`src/rtl/mkd_pkg.sv`:
```
package mkd_pkg;

  localparam int KEY_W      = 4;
  localparam int MAX_KEYS   = 16;
  localparam int CFG_IDX_W  = 3;
  localparam int CFG_DATA_W = 64;
  localparam int QUEUE_DEPTH = 2;
  localparam int QUEUE_PTR_W = $clog2(QUEUE_DEPTH);
  localparam int QUEUE_CNT_W = $clog2(QUEUE_DEPTH + 1);

  typedef enum logic [CFG_IDX_W-1:0] {
    CFG_DEBOUNCE_MS   = 3'd0,
    CFG_ACTIVE_HIGH   = 3'd1,
    CFG_KEYMAP_ENABLE = 3'd2,
    CFG_KEYMAP_LOW    = 3'd3,
    CFG_KEYMAP_HIGH   = 3'd4
  } cfg_index_t;

  typedef struct packed {
    logic [15:0] debounce_ms;
    logic        active_high;
    logic        keymap_enable;
    logic [63:0] keymap_low;
    logic [63:0] keymap_high;
  } cfg_t;

  // Events caused by one scan: an optional release, then an optional press.
  typedef struct packed {
    logic             rel_valid;
    logic [KEY_W-1:0] rel_index;
    logic             press_valid;
    logic [KEY_W-1:0] press_index;
  } scan_events_t;

  typedef enum logic {
    EVT_RELEASED = 1'b0,
    EVT_PRESSED  = 1'b1
  } event_kind_t;

endpackage

```
`src/rtl/mkd_front.sv`:
```
module mkd_front import mkd_pkg::*; #(
  parameter int NKEYS = 16
) (
  input  logic                  clk,
  input  logic                  rst,
  input  cfg_t                  cfg,
  input  logic                  in_valid,
  output logic                  in_stall,
  input  logic [MAX_KEYS-1:0]   key_levels,
  input  logic [31:0]           now_ms,
  input  logic                  q_full,
  output logic                  push,
  output scan_events_t          push_data
);

  logic             candidate_valid, candidate_valid_next;
  logic [KEY_W-1:0] candidate_index, candidate_index_next;
  logic [31:0]      candidate_since, candidate_since_next;
  logic             reported_valid, reported_valid_next;
  logic [KEY_W-1:0] reported_index, reported_index_next;

  logic [MAX_KEYS-1:0] active;
  logic [MAX_KEYS-1:0] active_less;
  logic                ghost;
  logic                key_valid;
  logic [KEY_W-1:0]    key;
  logic                accept;
  logic                changed;
  logic                rel;
  logic                press;
  logic                rep_valid_mid;
  logic [KEY_W-1:0]    rep_index_mid;
  logic [31:0]         since_eff;
  logic [31:0]         elapsed;

  assign in_stall = q_full;
  assign accept   = in_valid && !q_full;

  always_comb begin
    for (int i = 0; i < MAX_KEYS; i++) begin
      active[i] = (i < NKEYS) && (key_levels[i] == cfg.active_high);
    end
  end

  // Two or more set bits: clearing the lowest one leaves something behind.
  assign active_less = active - MAX_KEYS'(1);
  assign ghost       = |(active & active_less);
  assign key_valid   = |active;

  always_comb begin
    key = '0;
    for (int i = MAX_KEYS - 1; i >= 0; i--) begin
      if (active[i]) key = KEY_W'(i);
    end
  end

  assign changed = (key_valid != candidate_valid) ||
                   (key_valid && (key != candidate_index));
  assign rel     = changed && candidate_valid && reported_valid &&
                   (reported_index == candidate_index);
  assign rep_valid_mid = rel ? 1'b0 : reported_valid;
  assign rep_index_mid = rel ? '0 : reported_index;
  assign since_eff     = (changed && key_valid) ? now_ms : candidate_since;
  assign elapsed       = now_ms - since_eff;
  assign press = key_valid && !(rep_valid_mid && (rep_index_mid == key)) &&
                 (elapsed >= {16'd0, cfg.debounce_ms});

  always_comb begin
    candidate_valid_next = candidate_valid;
    candidate_index_next = candidate_index;
    candidate_since_next = candidate_since;
    reported_valid_next  = reported_valid;
    reported_index_next  = reported_index;
    if (accept && !ghost) begin
      if (changed) begin
        candidate_valid_next = key_valid;
        candidate_index_next = key_valid ? key : '0;
        candidate_since_next = since_eff;
      end
      reported_valid_next = press ? 1'b1 : rep_valid_mid;
      reported_index_next = press ? key : rep_index_mid;
    end
  end

  always_ff @(posedge clk) begin
    if (rst) begin
      candidate_valid <= 1'b0;
      candidate_index <= '0;
      candidate_since <= '0;
      reported_valid  <= 1'b0;
      reported_index  <= '0;
    end else begin
      candidate_valid <= candidate_valid_next;
      candidate_index <= candidate_index_next;
      candidate_since <= candidate_since_next;
      reported_valid  <= reported_valid_next;
      reported_index  <= reported_index_next;
    end
  end

  assign push                  = accept && !ghost && (rel || press);
  assign push_data.rel_valid   = rel;
  assign push_data.rel_index   = reported_index;
  assign push_data.press_valid = press;
  assign push_data.press_index = key;

`ifndef SYNTHESIS
  // A reported key is always the current candidate.
  a_reported_is_candidate: assert property (@(posedge clk) disable iff (rst)
    reported_valid |-> (candidate_valid && (reported_index == candidate_index)))
    else $error("reported key is not the candidate");

  // A ghosting scan leaves the candidate untouched.
  a_ghost_no_change: assert property (@(posedge clk) disable iff (rst)
    (accept && ghost) |=> ($stable(candidate_valid) && $stable(candidate_index) &&
                           $stable(candidate_since)))
    else $error("ghosting scan changed the candidate");
`endif

endmodule

```
`src/rtl/mkd_queue.sv`:
```
module mkd_queue import mkd_pkg::*; (
  input  logic         clk,
  input  logic         rst,
  input  logic         push,
  input  scan_events_t push_data,
  output logic         full,
  input  logic         pop,
  output logic         empty,
  output scan_events_t head
);

  scan_events_t             entries [QUEUE_DEPTH];
  logic [QUEUE_PTR_W-1:0]   wr_ptr;
  logic [QUEUE_PTR_W-1:0]   rd_ptr;
  logic [QUEUE_CNT_W-1:0]   count;

  assign full  = (count == QUEUE_CNT_W'(QUEUE_DEPTH));
  assign empty = (count == '0);
  assign head  = entries[rd_ptr];

  always_ff @(posedge clk) begin
    if (push) entries[wr_ptr] <= push_data;
  end

  always_ff @(posedge clk) begin
    if (rst) begin
      wr_ptr <= '0;
      rd_ptr <= '0;
      count  <= '0;
    end else begin
      if (push) wr_ptr <= (wr_ptr == QUEUE_PTR_W'(QUEUE_DEPTH - 1)) ? '0 : wr_ptr + 1'b1;
      if (pop)  rd_ptr <= (rd_ptr == QUEUE_PTR_W'(QUEUE_DEPTH - 1)) ? '0 : rd_ptr + 1'b1;
      count <= count + QUEUE_CNT_W'(push) - QUEUE_CNT_W'(pop);
    end
  end

`ifndef SYNTHESIS
  a_no_overflow: assert property (@(posedge clk) disable iff (rst)
    !(push && full && !pop))
    else $error("event queue overflow");

  a_no_underflow: assert property (@(posedge clk) disable iff (rst)
    !(pop && empty))
    else $error("event queue underflow");
`endif

endmodule

```
`src/rtl/mkd_back.sv`:
```
module mkd_back import mkd_pkg::*; #(
  parameter int ROWS = 4,
  parameter int COLS = 4
) (
  input  logic         clk,
  input  logic         rst,
  input  cfg_t         cfg,
  input  logic         q_empty,
  input  scan_events_t head,
  output logic         pop,
  output logic         out_valid,
  input  logic         out_stall,
  output logic         event_kind,
  output logic [1:0]   key_row,
  output logic [1:0]   key_col,
  output logic [3:0]   key_index,
  output logic [7:0]   keycode,
  output logic         keycode_valid,
  output logic         last
);

  logic             rel_done;
  logic             load;
  logic             emit_rel;
  logic [KEY_W-1:0] idx;
  logic [1:0]       row;
  logic [KEY_W-1:0] base;
  logic [127:0]     keymap;
  logic [6:0]       bit_pos;

  assign load     = !q_empty && (!out_valid || !out_stall);
  assign emit_rel = head.rel_valid && !rel_done;
  // Hold the entry while its press still waits behind the release.
  assign pop      = load && !(emit_rel && head.press_valid);
  assign idx      = emit_rel ? head.rel_index : head.press_index;

  always_comb begin
    row  = '0;
    base = '0;
    for (int r = 1; r < ROWS; r++) begin
      if ({1'b0, idx} >= 5'(r * COLS)) begin
        row  = 2'(r);
        base = KEY_W'(r * COLS);
      end
    end
  end

  assign keymap  = {cfg.keymap_high, cfg.keymap_low};
  assign bit_pos = {idx, 3'b000};

  always_ff @(posedge clk) begin
    if (rst) begin
      out_valid <= 1'b0;
      rel_done  <= 1'b0;
    end else begin
      if (load) begin
        out_valid <= 1'b1;
        rel_done  <= emit_rel && head.press_valid;
      end else if (!out_stall) begin
        out_valid <= 1'b0;
      end
    end
  end

  always_ff @(posedge clk) begin
    if (load) begin
      event_kind    <= emit_rel ? EVT_RELEASED : EVT_PRESSED;
      key_row       <= row;
      key_col       <= 2'(idx - base);
      key_index     <= idx;
      keycode       <= cfg.keymap_enable ? keymap[bit_pos +: 8] : 8'd0;
      keycode_valid <= cfg.keymap_enable;
      last          <= !(emit_rel && head.press_valid);
    end
  end

`ifndef SYNTHESIS
  // Only a release can be followed by another beat of the same scan.
  a_non_last_is_release: assert property (@(posedge clk) disable iff (rst)
    (out_valid && !last) |-> (event_kind == EVT_RELEASED))
    else $error("press beat not marked last");

  a_rel_done_pending: assert property (@(posedge clk) disable iff (rst)
    rel_done |-> !q_empty)
    else $error("release done with no entry pending");
`endif

endmodule

```
`src/rtl/matrix_keypad_debouncer_top.sv`:
```
// Matrix keypad debouncer: takes one full scan per beat (a level bit per key at
// row*COLS+col, plus a millisecond timestamp) and reports release and press
// events with row, column, index and mapped keycode. Scans with two or more
// active keys are dropped as ghosting. A new scan is accepted every cycle while
// the two-entry event queue has room; the output stage sends one event per
// cycle while out_stall is low, a scan that causes a release followed by a press
// sends both as separate events, and the output stage sets the sustained rate.
// Write configuration only while no events are pending.
module matrix_keypad_debouncer_top import mkd_pkg::*; #(
  parameter int ROWS = 4,
  parameter int COLS = 4
) (
  input  logic                  clk,
  input  logic                  rst,
  input  logic                  cfg_write_enable,
  input  logic [CFG_IDX_W-1:0]  cfg_index,
  input  logic [CFG_DATA_W-1:0] cfg_data,
  input  logic                  in_valid,
  output logic                  in_stall,
  input  logic [15:0]           key_levels,
  input  logic [31:0]           now_ms,
  output logic                  out_valid,
  input  logic                  out_stall,
  output logic                  event_kind,
  output logic [1:0]            key_row,
  output logic [1:0]            key_col,
  output logic [3:0]            key_index,
  output logic [7:0]            keycode,
  output logic                  keycode_valid,
  output logic                  last
);

  localparam int NKEYS = ROWS * COLS;

  cfg_t         cfg;
  logic         q_push;
  logic         q_pop;
  logic         q_full;
  logic         q_empty;
  scan_events_t q_in;
  scan_events_t q_head;

  always_ff @(posedge clk) begin
    if (rst) begin
      cfg.debounce_ms   <= 16'd1;
      cfg.active_high   <= 1'b0;
      cfg.keymap_enable <= 1'b0;
      cfg.keymap_low    <= '0;
      cfg.keymap_high   <= '0;
    end else if (cfg_write_enable) begin
      unique case (cfg_index)
        CFG_DEBOUNCE_MS:   cfg.debounce_ms   <= cfg_data[15:0];
        CFG_ACTIVE_HIGH:   cfg.active_high   <= cfg_data[0];
        CFG_KEYMAP_ENABLE: cfg.keymap_enable <= cfg_data[0];
        CFG_KEYMAP_LOW:    cfg.keymap_low    <= cfg_data;
        CFG_KEYMAP_HIGH:   cfg.keymap_high   <= cfg_data;
        default: ;
      endcase
    end
  end

  mkd_front #(
    .NKEYS(NKEYS)
  ) u_front (
    .clk       (clk),
    .rst       (rst),
    .cfg       (cfg),
    .in_valid  (in_valid),
    .in_stall  (in_stall),
    .key_levels(key_levels),
    .now_ms    (now_ms),
    .q_full    (q_full),
    .push      (q_push),
    .push_data (q_in)
  );

  mkd_queue u_queue (
    .clk      (clk),
    .rst      (rst),
    .push     (q_push),
    .push_data(q_in),
    .full     (q_full),
    .pop      (q_pop),
    .empty    (q_empty),
    .head     (q_head)
  );

  mkd_back #(
    .ROWS(ROWS),
    .COLS(COLS)
  ) u_back (
    .clk          (clk),
    .rst          (rst),
    .cfg          (cfg),
    .q_empty      (q_empty),
    .head         (q_head),
    .pop          (q_pop),
    .out_valid    (out_valid),
    .out_stall    (out_stall),
    .event_kind   (event_kind),
    .key_row      (key_row),
    .key_col      (key_col),
    .key_index    (key_index),
    .keycode      (keycode),
    .keycode_valid(keycode_valid),
    .last         (last)
  );

endmodule

```
`config.mk`:
```
export PLATFORM = sky130hd
export DESIGN_NAME = matrix_keypad_debouncer_top
export DESIGN_NICKNAME = d
export VERILOG_FILES = /design/src/rtl/mkd_pkg.sv /design/src/rtl/mkd_front.sv /design/src/rtl/mkd_queue.sv /design/src/rtl/mkd_back.sv /design/src/rtl/matrix_keypad_debouncer_top.sv
export SDC_FILE = /design/constraint.sdc
export NUM_CORES = 1
export LEC_CHECK = 0
export BUFFER_PORTS_ARGS = -buffer_cell sky130_fd_sc_hd__buf_4
export CORE_UTILIZATION = 45
export DETAILED_ROUTE_END_ITERATION = 16
export SETUP_SLACK_MARGIN = 0.02
export SYNTH_ARGS = -nofsm -noshare
export SYNTH_HDL_FRONTEND = slang
export SYNTH_SLANG_ARGS = --single-unit
```
`constraint.sdc`:
```
create_clock -name clk -period 14.7 [get_ports clk]
set_clock_uncertainty 0.1 [all_clocks]
set_input_delay 0 -clock clk [delete_from_list [all_inputs] [get_ports clk]]
set_output_delay 0 -clock clk [all_outputs]
set_load 0.02 [all_outputs]
```
==> Word-level counts from Yosys, hierarchy flattened <==
Memories as Yosys holds them, arrays and structs flattened. A register that Yosys moved wholly into a read port is not among the register bits.
Cells that the tools add are included.
{ "word_totals": {"reg_bits": 213, "wordCells": 136, "ram_bits": 20, "in_bits": 120, "n_memories": 1} }
{ "classes": {"shift": 1, "reduce_logical": 37, "mux": 36, "eq_ne": 26, "addsub": 7, "n_lt_le_gt_ge": 4, "bitwise_logic": 1} }
{ "mem_list": {"columns": ["name", "depth", "word_bits", "rd", "rd_clocked_by_memory_dff", "write_ports", "line_no", "source"], "rows": [
  ["u_queue.entries", 2, 10, 1, 1, 1, "mkd_queue.sv:12", "scan_events_t entries [QUEUE_DEPTH];"]
]} }
{ "ops": {"columns": ["op", "count"], "rows": [
  ["$shiftx A128 B8 Y8", 1],
  ["$mux W4", 20],
  ["$ge A32 B16 Y1", 1],
  ["$mux W32", 1],
  ["$reduce_or A16 Y1", 2],
  ["$sub A32 B32 Y32", 1],
  ["$and A16 B16 Y16", 1],
  ["$eq A1 B1 Y1", 16],
  ["$sub A16 B1 Y16 const B", 1],
  ["$logic_and A1 B1 Y1", 15],
  ["$mux W1", 13],
  ["$reduce_and A2 Y1", 6],
  ["$eq A4 B4 Y1", 2],
  ["$ge A4 B4 Y1 const B", 2],
  ["$logic_not A1 Y1", 8],
  ["$eq A3 B2 Y1 const B", 2],
  ["$ge A4 B3 Y1 const B", 1],
  ["$mux W2", 2],
  ["$ne A4 B4 Y1", 1],
  ["$eq A3 B1 Y1 const B", 1],
  ["$eq A3 B3 Y1 const B", 1],
  ["$logic_not A3 Y1", 1],
  ["$logic_or A1 B1 Y1", 3],
  ["$add A1 B1 Y1 const B", 2],
  ["8 further kinds", 8]
]} }

==> Depth between registers and ports, before layout <==
Gate-level depths: netlist of the first run.
{ "logic_depth": {"depth_word": 33, "ltp_mapped": 41, "depth_no_buf": 36} }

==> Hierarchy <==
A second synthesis of the first run with hierarchy kept.
{ "unflattened": {"hier_cells": 1677, "hier_area_um2": 14859.3} }
{ "modules_own_cells": {"columns": ["mod", "area_each_um2", "cells_each", "n_inst"], "rows": [
  ["matrix_keypad_debouncer_top", 6009.5, 548, 1],
  ["mkd_front", 5422.7, 760, 1],
  ["mkd_back", 2489.9, 317, 1],
  ["mkd_queue", 937.1, 52, 1]
]} }

==> Worst setup path after synthesis of the first run <==
No wires, ideal clock.
{ "synth_path": {"kind": "reg-to-reg", "startpoint": "reg cfg[129] (netlist name)", "endpoint": "reg u_queue.count[1]", "setup_time_ns": 0.128, "required_time_ns": 14.472, "arrival_ns": 7.572, "synth_period_minus_slack_ns": 7.799, "stages_incl_launch_ff": 37, "setup_slack_ns": 6.901, "path_cell_list": "dfxtp_1 -> buf_2 -> nor3b_1 -> a32oi_1 -> or3_1 -> a211oi_1 -> a211oi_4 -> a21oi_2 -> clkbuf_1 -> mux2i_1 -> ha_1 -> a21oi_1 -> nand2_1 -> a41o_1 -> clkbuf_1 -> nor3_1 -> a21oi_1 -> o211a_1 -> a21oi_1 -> nor2_1 -> a221oi_1 -> xnor2_1 -> ha_1 -> o2111ai_1 -> a21oi_1 -> a2111oi_0 -> o41ai_1 -> a2111oi_0 -> nand4_1 -> nor4_1 -> and4_1 -> and3_2 -> a21oi_1 -> ha_1 -> xor2_1 -> xnor2_1 -> nor2_1"} }
{ "synth_between": {"elab_chain_cells": 33} }
{ "synth_lines": {"columns": ["item", "line_no", "source"], "rows": [
  ["branches (longest 30 deep; another with $mux W4)", null, null],
  ["$logic_and A1 B1 Y1 (*)", "mkd_front.sv:101", "assign push = accept && !ghost && (rel || press);"],
  ["$add A2 B1 Y2 (*)", "mkd_queue.sv:33", "count <= count + QUEUE_CNT_W'(push) - QUEUE_CNT_W'(pop);"],
  ["$sub A2 B1 Y2 (*)", "mkd_queue.sv:33", null],
  ["end signal, assigned", "mkd_queue.sv:33", null],
  ["end, declared", "mkd_queue.sv:15", "logic [QUEUE_CNT_W-1:0] count;"]
]} }
Mark *: on every way between the ends.
A chain may end at the register's enable or synchronous reset.

==> Worst setup path after layout of the first run <==
{ "layout_path": {"startpoint": "reg cfg[129] (netlist name)", "endpoint": "reg u_queue.count[1]"} }
{ "layout_rtl": {"columns": ["item", "line_no", "source"], "rows": [
  ["$eq A1 B1 Y1", "mkd_front.sv:41", "active[i] = (i < NKEYS) && (key_levels[i] == cfg.active_high);"],
  ["$mux W4 (16 in series)", "mkd_front.sv:53", "if (active[i]) key = KEY_W'(i);"],
  ["$ne A4 B4 Y1", "mkd_front.sv:58", "(key_valid && (key != candidate_index));"],
  ["$logic_and A1 B1 Y1", "mkd_front.sv:58", null],
  ["$logic_or A1 B1 Y1", "mkd_front.sv:57", "assign changed = (key_valid != candidate_valid) ||"],
  ["$logic_and A1 B1 Y1 (*)", "mkd_front.sv:63", "assign since_eff = (changed && key_valid) ? now_ms : candidate_since;"],
  ["$mux W32 (*)", "mkd_front.sv:63", null],
  ["named net u_front.since_eff[0]", "mkd_front.sv:33", "logic [31:0] since_eff;"],
  ["$sub A32 B32 Y32 (*)", "mkd_front.sv:64", "assign elapsed = now_ms - since_eff;"],
  ["$ge A32 B16 Y1 (*)", "mkd_front.sv:66", "(elapsed >= {16'd0, cfg.debounce_ms});"],
  ["$logic_and A1 B1 Y1 (*)", "mkd_front.sv:65", "assign press = key_valid && !(rep_valid_mid && (rep_index_mid == key)) &&"],
  ["$logic_or A1 B1 Y1 (*)", "mkd_front.sv:101", null],
  ["$logic_and A1 B1 Y1 (*)", "mkd_front.sv:101", null],
  ["$add A2 B1 Y2 (*)", "mkd_queue.sv:33", null],
  ["$sub A2 B1 Y2 (*)", "mkd_queue.sv:33", null]
]} }
The timed path passes the listed nets; every way through them passes the cells marked *.

==> summary.txt, run 1 <==
Final layout
  – N_diodes: 0
  – Net count reported at finish: 1904
  – Fillers: 2600
  – Layout cell share with drive strength beyond 1: between 10% and 20%
  – Layout Cell Area excl Fill: ~0.016 mm2
  – Area Growth Syn to Fin: 24.5%

Worst setup path
  – Worst Path Class, Setup: register to register
  – Max stage delay on crit path: between 0.9 and 1 ns
  – Type of origin of the critical path: register
  – Crit path buffers/inverters: 0
  – Source of the worst register-to-register timing path: cfg[129]
  – Worst path arrival time: 9.71 ns
  – Reg2Reg Setup Slack: 5.28 ns
  – Launch point of the worst path: cfg[129]
  – Kind of end point of the critical path: register
  – Library cell contributing the largest single delay on the critical path: sky130_fd_sc_hd__dfxtp_1
  – Capturing element of the worst setup path: u_queue.count[1]
  – Critical path depth: 36
  – CP dominant cell by count: sky130_fd_sc_hd__a21oi_1
  – Req. time, crit path: 14.99 ns
  – Crit Path Max Fanout: 33
  – Cell family contributing the most delay on the critical path: compound AO/OA/AOI/OAI gates
  – Worst r2r path cells: 36
  – Worst reg2reg path endpoint: u_queue.count[1]

Power and ir drop
  – Maximum resistive drop on vdd: 0.0875 mV
  – Leakage power: around 6.1 nW
  – Power density over the cells: around 110 mW/mm2

Clock tree
  – H-Tree Level Count: 1
  – Clock root cell: sky130_fd_sc_hd__clkbuf_16
  – Clock Latency Late Sink: 0.54 ns
  – TritonCTS clock tree: yes
  – Number of setup buffers added after CTS: 0
  – Buffer depth of the longest clock path: 3
  – Gates resized, CTS repair: 0
  – Reg clk slew, reported paths: ~0.060 ns
  – Hold-fix buffer count after cts: approximately 110
  – Number of buffers added by the clock tree synthesis step: 26
  – Number of sinks on the clock net: 232

Synth
  – Synthesized instance count: ~1600
  – Synth unique cells: 83
  – Number of nets produced by synthesis: between 1500 and 2000
  – Number of synthesized register bits: ~230
  – Leading cell types by total area after synthesis: sky130_fd_sc_hd__dfxtp_1, sky130_fd_sc_hd__nand2_1, sky130_fd_sc_hd__a21oi_1
  – Sequential cell area fraction in the yosys report: around two fifths
  – Main synth FF type: sky130_fd_sc_hd__dfxtp_1
  – Synthesized area per cell: about 8.4 um2
  – Syn. warnings: 0
  – Ys async rst share: 0%
  – Cell taking the most area after synthesis: sky130_fd_sc_hd__dfxtp_1
  – Post-synthesis cell area: 0.0130 mm2
  – Synth top area share: 30.1%
  – Count of flip-flops with a built-in enable after synthesis: 37

Timing
  – Final Max Tran Viols: 0
  – Final Hold Violating Endpoints: 0
  – Sum Neg Setup Slack: 0 ns
  – Pin slew with the least headroom to its limit: between 1 and 1.5 ns
  – Worst slew margin relative to its limit: about a quarter
  – Final setup violation count: 0
  – Final clock period utilization by the worst path: between 60% and 70%
  – Unrepaired setup endpoints after global routing: no
  – Final period demand of the worst path: 9.42 ns
  – Achievable Freq: between 100 and 150 MHz

Status
  – Result of the run: completed

Placed design
  – Post-DP Area: about 0.014 mm2
  – Weighted congestion reported at the end of routability-driven placement: ~0.87
  – Number of buffers added on ports: 140
  – DP HPWL: ~24000 um

Die
  – Area of the core region: 0.0281 mm2
  – Die Outline Area: ~0.03 mm2
  – Initial Util: 46.2%
  – # IOs: approximately 140
  – # rows: just over 60
  – Y dimension of the die: around 170 um
  – X dimension of the die: 172 um

Routing
  – Wire per inst: around 17 um
  – Via count: 11800
  – DRT iter0 DRCs: approximately 940
  – Number of remaining DRC errors: 0
  – Final ANT Viol Nets: 0
  – Wirelength, routed: 35200 um
  – 1st-pass router iterations: 5
  – Via density: between 5 and 6

Global routing
  – Met3 track demand over resource in global routing: between 2 and 2.5%
  – GRT overflow: 0
  – Global-route usage over all layers: between 20% and 30%
  – Grt peak-use layer: met2
  – Initial antenna violation count: 1
  – Number of global-route vias before repair: 10800
  – First-pass GRT wire length: 56300 um
  – Global-route met2 utilization: around 39%
  – Met1 Resource Use GR: approximately 34%
  – Largest net degree at the start of global routing: ~110

Hold path
  – Worst Min Path Start: cfg_write_enable
  – Min-Delay Path Class: input pin to register

Job
  – Number of max-cap violations: 0
-- cells in the mapped netlist (all sizes together), types with 6 or more instances --
cell type,number
edfxtp,37
dfxtp,195
and2,16
a211oi,14
mux2i,33
or4,6
nor2,59
o21ai,34
xnor2,24
a31oi,15
ha,46
o211ai,8
a21o,22
and3,9
or3,11
nor4,8
xor2,12
nand2b,17
nand2,415
nor2b,18
a21oi,227
clkbuf,78
inv,45
nand3b,6
mux4,45
nand4,12
nand3,15
nor3,12
buf,22
-- per-layer routing --
| layer | up-vias | part of all wire, % |
|---|---|---|
| met2 | 300 | 47 |
| met1 | 5613 | 47 |
| met5 | - | 0 |
| li1 | 5837 | - |
| met3 | 39 | 5.3 |
| met4 | 0 | 1.6 |
-- sequential cells by signal, summed over array words and instances (netlist names), 2 cells and up, named ones only --
name / count
u_queue.entries: 20
u_back.keycode: 8
u_queue.count: 2
u_back.key_index: 4
u_back.key_row: 2
u_front.candidate_since: 32
u_front.reported_index: 4
cfg: 146
u_front.candidate_index: 4
-- cell type report --
class | instances | area [um2] | share of cell area, %
clock inverter | 18 | 191 | 1.18
timing repair buffer | 259 | 2220 | 13.7
multi-input combinational | 1173 | 7420 | 45.9
clock buffer | 30 | 666 | 4.12
sequential | 232 | 5010 | 31.0
tap | 378 | 473 | 2.93
inverter | 45 | 169 | 1.05
-- layout by cell type (no fill, tap or decap), types with 37 or more instances in the layout --
| master | instances |
|---|---|
| sky130_fd_sc_hd__nand2_1 | 415 |
| sky130_fd_sc_hd__ha_1 | 46 |
| sky130_fd_sc_hd__inv_1 | 45 |
| sky130_fd_sc_hd__nor2_1 | 58 |
| sky130_fd_sc_hd__dlygate4sd3_1 | 109 |
| sky130_fd_sc_hd__dfxtp_1 | 195 |
| sky130_fd_sc_hd__edfxtp_1 | 37 |
| sky130_fd_sc_hd__a21oi_1 | 225 |
| sky130_fd_sc_hd__mux4_2 | 45 |
| sky130_fd_sc_hd__buf_4 | 149 |
-- metrics by stage --
stage                     total power, W  worst slack, ns  util (%)  hold WS (ns)  instances
final                            0.00172             5.28      57.5        0.0434       2135
after floorplan                 0.000945             6.90         -        0.0238       1550
after detailed placement         0.00107             5.40      50.6         0.166       1978
after CTS                        0.00174             5.36      57.5        0.0288       2135
after global placement           0.00106             5.75      50.6         0.159       1978
after global routing             0.00181             4.43      57.5        0.0697       2135
-- logic make-up after synthesis --
family / synth area share [%]
AND/OR/NAND/NOR: 21.1
AO/OA/AOI/OAI: 18.2
flip-flops: 38.6
buffers and inverters: 4.37
multiplexers: 10.7
adder cells (fa/ha/maj): 4.59
XOR/XNOR: 2.43
-- worst min path at each step --
stage	endpoint	cells after the start
2_1_floorplan	cfg[130]	2
3_3_place_gp	cfg[62]	3
3_5_place_dp	cfg[125]	3
4_1_cts	cfg[128]	6
5_1_grt	cfg[129]	5
6_report	cfg[129]	5
-- worst min-delay path, stage by stage --
cell,delay [ns]
sky130_fd_sc_hd__buf_4,0.12
sky130_fd_sc_hd__nor2b_1,0.20
sky130_fd_sc_hd__nand3b_1,0.16
sky130_fd_sc_hd__mux2i_1,0.08
sky130_fd_sc_hd__nor2_1,0.07
-- power by group --
part	switching (W)	total, W	internal (W)	leakage (nW)
Combinational	0.000209	0.000377	0.000168	3.80
Sequential	0.0000160	0.000699	0.000683	1.93
Clock	0.000268	0.000648	0.000379	0.414
Total	0.000493	0.00172	0.00123	6.14
(Power assumes the default switching activity.)
==> run 2, diff against run 1 <==
==> constraint.sdc (replaced) <==
create_clock -name clk -period 9 [get_ports clk]
set_clock_uncertainty 0.1 [all_clocks]
set_input_delay 0 -clock clk [delete_from_list [all_inputs] [get_ports clk]]
set_output_delay 0 -clock clk [all_outputs]
set_load 0.02 [all_outputs]
==> run 2 against run 1 <==
Clock power increased by 62%. Critical path depth increased by 1. Critical endpoint unchanged. Clock-buffer cell count increased by 5. Sequential power is 63% higher. Largest power group unchanged. Die area is the same. Largest cell class unchanged.
==> summary.txt, run 2 (synthesized netlist as in run 1, its figures left out) <==
Clock tree
  – Number of sinks on the clock net: between 200 and 250
  – Reg clk slew, reported paths: 0.06 ns
  – TritonCTS clock tree: yes
  – Clock root cell: sky130_fd_sc_hd__clkbuf_16
  – Clock Latency Late Sink: 0.52 ns
  – H-Tree Level Count: 1
  – Number of buffers added by the clock tree synthesis step: 26
  – Buffer depth of the longest clock path: 3

Final layout
  – Fillers: 2674
  – Area Growth Syn to Fin: 24.3%
  – Leading registers by flop count: cfg x146, u_front.candidate_since x32, u_queue.entries x20
  – N_diodes: 0
  – Area of the multi-input gates: ~0.0074 mm2
  – Register with the highest flop count: cfg
  – Net count reported at finish: about 1900
  – Layout cell share with drive strength beyond 1: between 10% and 20%
  – Final non-filler cell total: around 2100
  – Total area of sequential cells: roughly 0.005 mm2
  – Flip-flop count of the largest register, all copies and words added: 146
  – Most common cell after layout, fill and taps aside: sky130_fd_sc_hd__nand2_1
  – Commonest cells after routing, fill and taps aside: sky130_fd_sc_hd__nand2_1, sky130_fd_sc_hd__a21oi_1, sky130_fd_sc_hd__dfxtp_1

Global routing
  – Global-route usage over all layers: between 20% and 30%
  – GRT overflow: 0
  – Largest net degree at the start of global routing: about 110
  – Number of global-route vias before repair: around 11000
  – Initial antenna violation count: 1
  – First-pass GRT wire length: 56200 um

Power and ir drop
  – Maximum resistive drop on vdd: 0.136 mV
  – Leakage power: a little over 6 nW
  – Power density over the cells: roughly 170 mW/mm2

Placed design
  – Weighted congestion reported at the end of routability-driven placement: between 0.8 and 0.9
  – Instance count after placement with tap cells included: 1980
  – Number of buffers added on ports: 140
  – DP HPWL: about 24000 um

Timing
  – Pin slew with the least headroom to its limit: between 1 and 1.5 ns
  – Final period demand of the worst path: ~8.4 ns
  – Sum Neg Setup Slack: 0 ns
  – Achievable Freq: between 100 and 150 MHz
  – Unrepaired setup endpoints after global routing: no
  – Final Hold Violating Endpoints: 0
  – Final setup violation count: 0
  – Final clock period utilization by the worst path: a little over 90%
  – Worst slew margin relative to its limit: around a fifth
  – Final Max Tran Viols: 0

Die
  – X dimension of the die: 172 um
  – # IOs: around 140
  – Area of the core region: 0.0281 mm2
  – Y dimension of the die: ~170 um
  – # rows: a little over 60
  – Initial Util: a little under half
  – Die Outline Area: between 0.02 and 0.03 mm2

Hold path
  – Worst Min Path Start: cfg_write_enable
  – Min-Delay Path Class: input pin to register

Worst setup path
  – Worst Path Class, Setup: register to register
  – Crit Path Max Fanout: 19
  – Type of origin of the critical path: register
  – Launch point of the worst path: cfg[129]
  – Library cell contributing the largest single delay on the critical path: sky130_fd_sc_hd__dfxtp_4
  – Kind of end point of the critical path: register
  – CP dominant cell by count: sky130_fd_sc_hd__a21oi_1
  – Req. time, crit path: ~9.3 ns
  – Source of the worst register-to-register timing path: cfg[129]
  – Worst path arrival time: about 8.7 ns
  – Max stage delay on crit path: about 0.47 ns

Routing
  – Via count: between 10000 and 15000
  – DRT iter0 DRCs: about 800
  – Via density: between 5 and 6
  – Wire per inst: 16.5 um
  – Final ANT Viol Nets: 0
  – 1st-pass router iterations: 5
  – Number of remaining DRC errors: 0
  – Wirelength, routed: 35200 um

Job
  – Number of max-cap violations: 0

Status
  – Result of the run: completed
==> run 2: routing by layer <==
layer	vias to the layer above	share of wire, %	track usage (%)
met4	2	1.3	4.39
li1	5838	-	-
met5	-	0.023	0
met1	5568	47	33.2
met3	37	4.9	2.67
met2	275	47	39.8
==> run 2: cell type report <==
| cell class | instances | area share [%] |
|---|---|---|
| multi-input cells | 1173 | 46.0 |
| flip-flops and latches | 232 | 31.1 |
| repair buffers | 259 | 13.7 |
| clock buffers | 35 | 4.44 |
| well taps | 378 | 2.93 |
| inverters | 45 | 1.05 |
| clock inverters | 11 | 0.721 |
==> run 2: worst paths after layout <==
kind,to,slack (ns),cells past startpoint
max reg2reg,u_queue.count[1],0.64,37
min reg2reg,cfg[53],0.35,2
min,cfg[129],0.04,5
max,u_queue.count[1],0.64,37
==> run 2: critical path: cells and delay by family (launching register included) <==
kind	cells	cell delay, ns
compound gates	18	4.02
simple gates	11	2.01
fa+ha+maj	4	0.92
flops	1	0.47
xor+xnor	3	0.46
buf+inv	1	0.24
==> run 2: per-stage QoR <==
step / setup slack [ns] / area [um2] / power [W] / hold WS [ns] / utilization, %
final: 0.636 / 16100 / 0.00280 / 0.0389 / 57.5
after global routing: 0.0405 / 16100 / 0.00292 / 0.0946 / 57.5
after CTS: 0.335 / 16100 / 0.00282 / 0.0467 / 57.4
after detailed placement: 0.369 / 14200 / 0.00174 / 0.165 / 50.7
after global placement: 0.740 / 14200 / 0.00174 / 0.160 / 50.7
after floorplan: 1.20 / 13000 / 0.00154 / 0.0238 / -
==> run 2: where the power goes <==
| group | internal, W | total, W | switching (W) |
|---|---|---|---|
| Sequential | 0.00111 | 0.00114 | 0.0000251 |
| Clock | 0.000615 | 0.00105 | 0.000430 |
| Combinational | 0.000274 | 0.000612 | 0.000338 |
==> run 2: repair_timing <==
action / 4_1_cts / 5_1_grt
endpoints found under the setup margin: 0 / 22
resized for setup: 0 / 3
hold endpoints to repair: 206 / 0
buffers inserted: 0 / 0
hold buffers: 107 / 0
